[src/rtl/core/dqs_pkg.sv]
package dqs_pkg;

  // Storage defaults and word width
  localparam int DEPTH_DEFAULT = 16;
  localparam int DATA_W        = 32;

  // Command kinds as they arrive on the input word
  localparam logic [2:0] KIND_PUSH_FRONT = 3'd0;
  localparam logic [2:0] KIND_PUSH_BACK  = 3'd1;
  localparam logic [2:0] KIND_POP_FRONT  = 3'd2;
  localparam logic [2:0] KIND_POP_BACK   = 3'd3;
  localparam logic [2:0] KIND_DUMP       = 3'd4;

  // Result status codes
  typedef enum logic [1:0] {
    ST_OK    = 2'd0,
    ST_UNDER = 2'd1,
    ST_OVER  = 2'd2,
    ST_EMPTY = 2'd3
  } status_t;

  // Classified operation handed from front to back
  typedef enum logic [2:0] {
    OP_PUSH_FRONT,
    OP_PUSH_BACK,
    OP_POP_FRONT,
    OP_POP_BACK,
    OP_DUMP
  } op_t;

  // Back end sequencer states
  typedef enum logic {
    BK_IDLE,
    BK_DUMP
  } bk_state_t;

  // Input word
  typedef struct packed {
    logic [2:0]               kind;
    logic signed [DATA_W-1:0] value;
  } cmd_t;

  // Output word
  typedef struct packed {
    logic [1:0]               status;
    logic signed [DATA_W-1:0] element;
    logic                     last;
  } res_t;

  // Head of the command queue as seen by the back end
  typedef struct packed {
    logic                     valid;
    op_t                      op;
    logic signed [DATA_W-1:0] value;
  } work_t;

endpackage

[src/rtl/core/dqs_front.sv]
module dqs_front (
  input  logic          clk,
  input  logic          rst,
  input  logic          start,
  output logic          busy,
  input  dqs_pkg::cmd_t cmd,
  output dqs_pkg::work_t work,
  input  logic          take
);
  import dqs_pkg::*;

  localparam logic [1:0] QFULL = 2'd2;

  op_t                      q_op  [2];
  logic signed [DATA_W-1:0] q_val [2];
  logic                     wr_ptr;
  logic                     rd_ptr;
  logic [1:0]               fill;

  op_t  op_in;
  logic kind_ok;
  logic enq;
  logic deq;

  // Classify the incoming kind; drop codes that mean nothing
  always_comb begin
    kind_ok = 1'b1;
    op_in   = OP_PUSH_FRONT;
    unique case (cmd.kind)
      KIND_PUSH_FRONT: op_in = OP_PUSH_FRONT;
      KIND_PUSH_BACK:  op_in = OP_PUSH_BACK;
      KIND_POP_FRONT:  op_in = OP_POP_FRONT;
      KIND_POP_BACK:   op_in = OP_POP_BACK;
      KIND_DUMP:       op_in = OP_DUMP;
      default:         kind_ok = 1'b0;
    endcase
  end

  assign busy = (fill == QFULL);
  assign enq  = start && !busy && kind_ok;
  assign deq  = take;

  // Advance queue pointers and fill level
  always_ff @(posedge clk) begin
    if (rst) begin
      wr_ptr <= 1'b0;
      rd_ptr <= 1'b0;
      fill   <= 2'd0;
    end else begin
      if (enq) wr_ptr <= ~wr_ptr;
      if (deq) rd_ptr <= ~rd_ptr;
      unique case ({enq, deq})
        2'b10:   fill <= fill + 2'd1;
        2'b01:   fill <= fill - 2'd1;
        default: fill <= fill;
      endcase
    end
  end

  // Hold queued commands
  always_ff @(posedge clk) begin
    if (enq) begin
      q_op[wr_ptr]  <= op_in;
      q_val[wr_ptr] <= cmd.value;
    end
  end

  assign work.valid = (fill != 2'd0);
  assign work.op    = q_op[rd_ptr];
  assign work.value = q_val[rd_ptr];

`ifndef SYNTHESIS
  a_fill_range: assert property (@(posedge clk) disable iff (rst) fill <= QFULL)
    else $error("command queue fill out of range");
  a_no_enq_full: assert property (@(posedge clk) disable iff (rst) enq |-> fill != QFULL)
    else $error("enqueue into full command queue");
  a_no_deq_empty: assert property (@(posedge clk) disable iff (rst) deq |-> fill != 2'd0)
    else $error("dequeue from empty command queue");
`endif

endmodule

[src/rtl/core/dqs_back.sv]
module dqs_back #(
  parameter int DEPTH = dqs_pkg::DEPTH_DEFAULT
) (
  input  logic           clk,
  input  logic           rst,
  input  dqs_pkg::work_t work,
  output logic           take,
  output logic           strobe,
  output dqs_pkg::res_t  result
);
  import dqs_pkg::*;

  localparam int IdxW = $clog2(DEPTH);
  localparam int CntW = $clog2(DEPTH + 1);
  localparam int SumW = CntW + 1;
  localparam logic [CntW-1:0] CNT_FULL  = CntW'(DEPTH);
  localparam logic [CntW-1:0] CNT_ONE   = CntW'(1);
  localparam logic [IdxW-1:0] IDX_LAST  = IdxW'(DEPTH - 1);
  localparam logic [SumW-1:0] SUM_DEPTH = SumW'(DEPTH);

  // Ring helpers: step forward, step back, offset from a base
  function automatic logic [IdxW-1:0] idx_inc(input logic [IdxW-1:0] i);
    return (i == IDX_LAST) ? '0 : i + IdxW'(1);
  endfunction

  function automatic logic [IdxW-1:0] idx_dec(input logic [IdxW-1:0] i);
    return (i == '0) ? IDX_LAST : i - IdxW'(1);
  endfunction

  function automatic logic [IdxW-1:0] ring_add(input logic [IdxW-1:0] base,
                                               input logic [CntW-1:0] off);
    logic [SumW-1:0] s;
    s = SumW'(base) + SumW'(off);
    if (s >= SUM_DEPTH) s = s - SUM_DEPTH;
    return s[IdxW-1:0];
  endfunction

  logic signed [DATA_W-1:0] mem [DEPTH];
  logic signed [DATA_W-1:0] mem_q;

  bk_state_t       state, state_next;
  logic [IdxW-1:0] front_idx, front_idx_next;
  logic [CntW-1:0] count, count_next;
  logic [IdxW-1:0] dump_ptr, dump_ptr_next;
  logic [CntW-1:0] dump_left, dump_left_next;

  logic       res_valid;
  logic [1:0] res_status;
  logic       res_last;
  logic       res_mem;

  logic                     wr_en;
  logic [IdxW-1:0]          wr_addr;
  logic                     rd_en;
  logic [IdxW-1:0]          rd_addr;
  logic                     emit;
  status_t                  emit_status;
  logic                     emit_last;
  logic                     full;
  logic                     empty;

  assign full  = (count == CNT_FULL);
  assign empty = (count == '0);

  // Next state
  always_comb begin
    state_next = state;
    unique case (state)
      BK_IDLE: if (take && work.op == OP_DUMP && count > CNT_ONE) state_next = BK_DUMP;
      BK_DUMP: if (dump_left == CNT_ONE) state_next = BK_IDLE;
      default: state_next = BK_IDLE;
    endcase
  end

  // Execute the head command or one dump step
  always_comb begin
    take           = 1'b0;
    wr_en          = 1'b0;
    wr_addr        = front_idx;
    rd_en          = 1'b0;
    rd_addr        = front_idx;
    emit           = 1'b0;
    emit_status    = ST_OK;
    emit_last      = 1'b1;
    front_idx_next = front_idx;
    count_next     = count;
    dump_ptr_next  = dump_ptr;
    dump_left_next = dump_left;
    unique case (state)
      BK_IDLE: begin
        if (work.valid) begin
          take = 1'b1;
          emit = 1'b1;
          unique case (work.op)
            OP_PUSH_FRONT: begin
              if (full) begin
                emit_status = ST_OVER;
              end else begin
                wr_en          = 1'b1;
                wr_addr        = idx_dec(front_idx);
                front_idx_next = idx_dec(front_idx);
                count_next     = count + CNT_ONE;
              end
            end
            OP_PUSH_BACK: begin
              if (full) begin
                emit_status = ST_OVER;
              end else begin
                wr_en      = 1'b1;
                wr_addr    = ring_add(front_idx, count);
                count_next = count + CNT_ONE;
              end
            end
            OP_POP_FRONT: begin
              if (empty) begin
                emit_status = ST_UNDER;
              end else begin
                rd_en          = 1'b1;
                rd_addr        = front_idx;
                front_idx_next = idx_inc(front_idx);
                count_next     = count - CNT_ONE;
              end
            end
            OP_POP_BACK: begin
              if (empty) begin
                emit_status = ST_UNDER;
              end else begin
                rd_en      = 1'b1;
                rd_addr    = ring_add(front_idx, count - CNT_ONE);
                count_next = count - CNT_ONE;
              end
            end
            OP_DUMP: begin
              if (empty) begin
                emit_status = ST_EMPTY;
              end else begin
                rd_en          = 1'b1;
                rd_addr        = front_idx;
                emit_last      = (count == CNT_ONE);
                dump_ptr_next  = idx_inc(front_idx);
                dump_left_next = count - CNT_ONE;
              end
            end
            default: emit = 1'b0;
          endcase
        end
      end
      BK_DUMP: begin
        emit           = 1'b1;
        rd_en          = 1'b1;
        rd_addr        = dump_ptr;
        emit_last      = (dump_left == CNT_ONE);
        dump_ptr_next  = idx_inc(dump_ptr);
        dump_left_next = dump_left - CNT_ONE;
      end
      default: emit = 1'b0;
    endcase
  end

  // Control registers
  always_ff @(posedge clk) begin
    if (rst) begin
      state     <= BK_IDLE;
      front_idx <= '0;
      count     <= '0;
      dump_left <= '0;
      res_valid <= 1'b0;
    end else begin
      state     <= state_next;
      front_idx <= front_idx_next;
      count     <= count_next;
      dump_left <= dump_left_next;
      res_valid <= emit;
    end
  end

  // Result word and dump pointer
  always_ff @(posedge clk) begin
    dump_ptr   <= dump_ptr_next;
    res_status <= emit_status;
    res_last   <= emit_last;
    res_mem    <= rd_en;
  end

  // Element store: one write or one registered read per cycle
  always_ff @(posedge clk) begin
    if (wr_en) mem[wr_addr] <= work.value;
    if (rd_en) mem_q <= mem[rd_addr];
  end

  assign strobe         = res_valid;
  assign result.status  = res_status;
  assign result.element = res_mem ? mem_q : '0;
  assign result.last    = res_last;

`ifndef SYNTHESIS
  a_count_range: assert property (@(posedge clk) disable iff (rst) count <= CNT_FULL)
    else $error("element count above depth");
  a_dump_left: assert property (@(posedge clk) disable iff (rst)
      state == BK_DUMP |-> dump_left != '0)
    else $error("dump running with nothing left");
  a_no_take_dump: assert property (@(posedge clk) disable iff (rst)
      state == BK_DUMP |-> !take)
    else $error("command taken during dump");
  a_read_emits: assert property (@(posedge clk) disable iff (rst)
      rd_en |=> res_valid && res_mem)
    else $error("store read without result");
`endif

endmodule

[src/rtl/core/double_ended_queue_store_top.sv]
// Bounded double-ended queue of signed 32-bit words in a ring of DEPTH
// entries. Drive start with a command word while busy is low; kinds are push
// front, push back, pop front, pop back and dump, other kind codes are
// dropped silently. A two-entry command queue sits in front of the executing
// back end, so busy rises only when both entries wait. Each result appears on
// result for one cycle with strobe high and cannot be held off; a command's
// first result comes in the cycle after the back end takes the command.
// With the back end idle, a command passes the command queue and then the
// result registers before its first result shows. Push and pop commands
// sustain one per cycle while no dump holds the back end; a dump holds the
// back end until every stored element is read, since the element store has
// a single registered read port. Every command gives one result, a non-empty
// dump one per element, and the final result of each command has last set.
module double_ended_queue_store_top #(
  parameter int DEPTH = dqs_pkg::DEPTH_DEFAULT
) (
  input  logic          clk,
  input  logic          rst,
  input  logic          start,
  output logic          busy,
  input  dqs_pkg::cmd_t cmd,
  output logic          strobe,
  output dqs_pkg::res_t result
);
  import dqs_pkg::*;

  work_t work;
  logic  take;

  dqs_front u_front (
    .clk   (clk),
    .rst   (rst),
    .start (start),
    .busy  (busy),
    .cmd   (cmd),
    .work  (work),
    .take  (take)
  );

  dqs_back #(
    .DEPTH (DEPTH)
  ) u_back (
    .clk    (clk),
    .rst    (rst),
    .work   (work),
    .take   (take),
    .strobe (strobe),
    .result (result)
  );

endmodule
[config.mk]
export PLATFORM = sky130hd
export DESIGN_NAME = double_ended_queue_store_top
export DESIGN_NICKNAME = d
export VERILOG_FILES = /design/src/rtl/core/dqs_pkg.sv /design/src/rtl/core/dqs_front.sv /design/src/rtl/core/dqs_back.sv /design/src/rtl/core/double_ended_queue_store_top.sv
export SDC_FILE = /design/constraint.sdc
export NUM_CORES = 1
export LEC_CHECK = 0
export BUFFER_PORTS_ARGS = -buffer_cell sky130_fd_sc_hd__buf_2
export CORE_UTILIZATION = 60
export CTS_BUF_LIST = sky130_fd_sc_hd__clkbuf_8 sky130_fd_sc_hd__clkbuf_16
export DETAILED_ROUTE_END_ITERATION = 10
export GPL_TIMING_DRIVEN = 0
export PLACE_DENSITY = 0.86
export RECOVER_POWER = 50
export SETUP_SLACK_MARGIN = 0.4
export SLEW_MARGIN = 20
export SYNTH_ARGS = -nofsm -noshare
export SYNTH_HDL_FRONTEND = slang
export SYNTH_HIERARCHICAL = 1
export SYNTH_SLANG_ARGS = --single-unit
[constraint.sdc]
create_clock -name clk -period 7.5 [get_ports clk]
set_clock_uncertainty 0.1 [all_clocks]
set_input_delay 1.5 -clock clk [delete_from_list [all_inputs] [get_ports clk]]
set_output_delay 1.5 -clock clk [all_outputs]
set_load 0.02 [all_outputs]
==> metrics.txt <==
status=finished with violations; violated checks=capacitance limit, slew limit; Initial Util=60.8%; number of setup buffers added after CTS=0; Hold Fails Final Rpt=0; startpoint types=register; Worst EP required=a little under 8 ns; CTS Buf Count=a little under 60; die width=about 210 microns; endpoints failing setup=0; Logic pwr share=about 30%; Final Max Tran Viols=52; root buffer cell=clkbuf_16; Hold EP=u_front/fill[1]$_SDFFE_PP0P_; vias in the first global route=between 15000 and 20000; Yosys top cell by area=edfxtp_1; Final WS setup=2.29 ns; CTS Hold Bufs=0; top cells by area, synth=edfxtp_1 71%, nand2_1 4.9%, mux2i_1 3.8%; Routed Wire Length=roughly 70000 microns; total track usage=between 30% and 40%; pre-CTS setup slack=~3.1 ns; Int Pwr=slightly above 7 mW; Seq/Total Area, Yosys=about 73%; Sw Share=33.5%; Core Util, Final=69.3%; first-pass GRT wire length=~100000 microns; leakage=between 10 and 15 nW; Clk Latency, worst-skew pair=about 0.64 ns; core area=~43000 sq um; R2R Path End=u_back/mem[12][23]$_DFFE_PP_; RSZ-0062 raised after global routing=no; EDFF count, synth=618; TritonRoute pass-1 iters=7; Arr. time, crit path=5.43 ns; hold_ws=slightly above 0.4 ns; io pins=75; # DRC=0; Die Y=~210 microns; RD Place Congestion=about 0.90; CP Capture Type=register; Reg power frac=roughly two fifths; Die Area=between 40000 and 50000 sq um; Syn Inst Count=1835; hold wc startpoint=u_front/fill[1]$_SDFFE_PP0P_; Yosys cell types=62; initial DRC count=between 2000 and 2500; Synth Register Bits=643; asr flop ratio synth=0%; number of vias per cell=about 6.5; max cap viols=2; Critical Path Fanout Max=10; Overall Power=about 11 mW; Peak VDD IR=around 230 uV; port bufs=74; CTS Buffer Depth=3; Clock Power Share=~28%; Max Freq=between 0.15 and 0.2 GHz; Synth Warn #=6; DR vias=17300; Period minus WS final=roughly 5.2 ns; R2R depth=11; Placed Cells incl. Taps=around 2600; Setup CP Type=reg -> reg; Diodes inserted=0; H-tree depth=2; Post-synth top flop=edfxtp_1; average routed wire per standard cell=about 26 microns; Max transition margin=-7.41%; P&R area growth vs syn=14.0%; Commonest cells post-synth=618 x edfxtp_1, 345 x nand2_1, 111 x a21oi_1; Yosys top cell area share=70.9%; pwr dens=~360 nW/um^2; R2R setup slack=~2.3 ns; CTS tree=done; syn nets=1891; Mapped Area=26200 sq um; FP Rows=76; Resize count post-CTS=0; post-route ant nets=0; non-filler instance count after layout=~2700; Min-Delay Path Depth=2; sw power=3.58 mW; hpwl dp=~45000 microns; fin crit share=a little over two thirds; Clk pin slew, worst setup/hold paths=~0.060 ns; HP Class=reg -> reg; NumNets Final=about 2100; CTS Sinks=approximately 640; Worst-Margin Slew=about 1.6 ns; antenna violations before repair=0; largest net degree at the start of global routing=26; gr ovfl total=0; share of cells above drive strength 1=15.5%; syn avg cell area=approximately 14 sq um; most frequent cell after synthesis=edfxtp_1
[worst max-delay path, stage by stage, from the launching register on]
cell and delay (ns):
dfxtp_1 0.32, clkbuf_1 0.38, clkbuf_1 0.75, mux2_2 0.41, buf_2 0.19, or3_1 0.41
o31a_1 0.32, and2_1 0.17, clkbuf_1 0.26, nor3_2 0.95, buf_4 0.38, buf_4 0.25
[power by group through the flow]
stage	clock, mW	sequential (mW)	combinational [mW]
2_1_floorplan	0	4.52	1.95
3_3_place_gp	0	4.54	2.87
3_5_place_dp	0	4.53	3.05
4_1_cts	3.03	4.45	3.12
5_1_grt	3.18	4.47	3.33
6_report	3.02	4.46	3.20
[cell families after synthesis]
logic type	share of synthesized area (%)
xor+xnor	0.502
buf+inv	2.70
flops	72.8
mux	5.42
compound gates	6.78
fa+ha+maj	0.918
simple gates	10.9
[worst max path at each step]
stage / to / start / cells past startpoint / slack [ns]
after floorplan: u_back/mem[10][0]$_DFFE_PP_ / register / 9 / 2.49
after global placement: u_back/mem[6][21]$_DFFE_PP_ / register / 10 / -0.28
after detailed placement: u_back/mem[12][22]$_DFFE_PP_ / register / 11 / 3.09
after CTS: u_back/mem[12][23]$_DFFE_PP_ / register / 11 / 2.94
after global routing: u_back/mem[12][23]$_DFFE_PP_ / register / 11 / 2.19
final: u_back/mem[12][23]$_DFFE_PP_ / register / 11 / 2.29
[metal layers]
layer	part of all wire [%]	GRT usage (%)	wire (microns)
met1	33	38.7	23300
met2	47	51.0	33200
met3	13	8.91	9290
met4	6.1	17.4	4260
met5	0	0	0
[sequential cells by signal, indices dropped and copies added, names as in the netlist, 2 cells and up, named ones only]
register           count
u_back/mem           512
u_front/q_val         64
u_back/mem_q          32
u_front/q_op           6
u_back/count           5
u_back/dump_left       5
u_back/dump_ptr        4
u_back/front_idx       4
u_back/res_status      2
u_front/fill           2
[stage by stage]
stage	TNS, ns	cell area (sq um)
3_3_place_gp	-53.73	27300
5_1_grt	0	29800
2_1_floorplan	0	26200
3_5_place_dp	0	28000
6_report	0	29800
4_1_cts	0	29900
[placed cells by master, fill, tap and decap left out, types with 13 or more instances in the layout]
cell and count:
clkinv_1 13, a211o_1 32, nor2_1 43, buf_2 114, and2_1 37, edfxtp_1 618, ha_1 16, nand2_1 345
and3_1 35, nor3_2 16, buf_4 78, nand3_1 108, mux2i_1 100, inv_1 24, a211oi_1 35, clkbuf_1 46
buf_6 14, a21oi_1 111, clkbuf_16 59, o21ai_0 15, a32o_1 31, dfxtp_1 25, mux2_1 34
[cell type report]
| class | count | area, sq um |
|---|---|---|
| plain buffers | 116 | 648 |
| clock buffers | 60 | 1490 |
| clock inverters | 51 | 458 |
| fillers | 2617 | 13200 |
| inverters | 14 | 52.6 |
| multi-input cells | 1062 | 6500 |
| flip-flops and latches | 643 | 19100 |
| well taps | 585 | 732 |
| repair buffers | 142 | 908 |
Power figures use the tool's default switching activity.
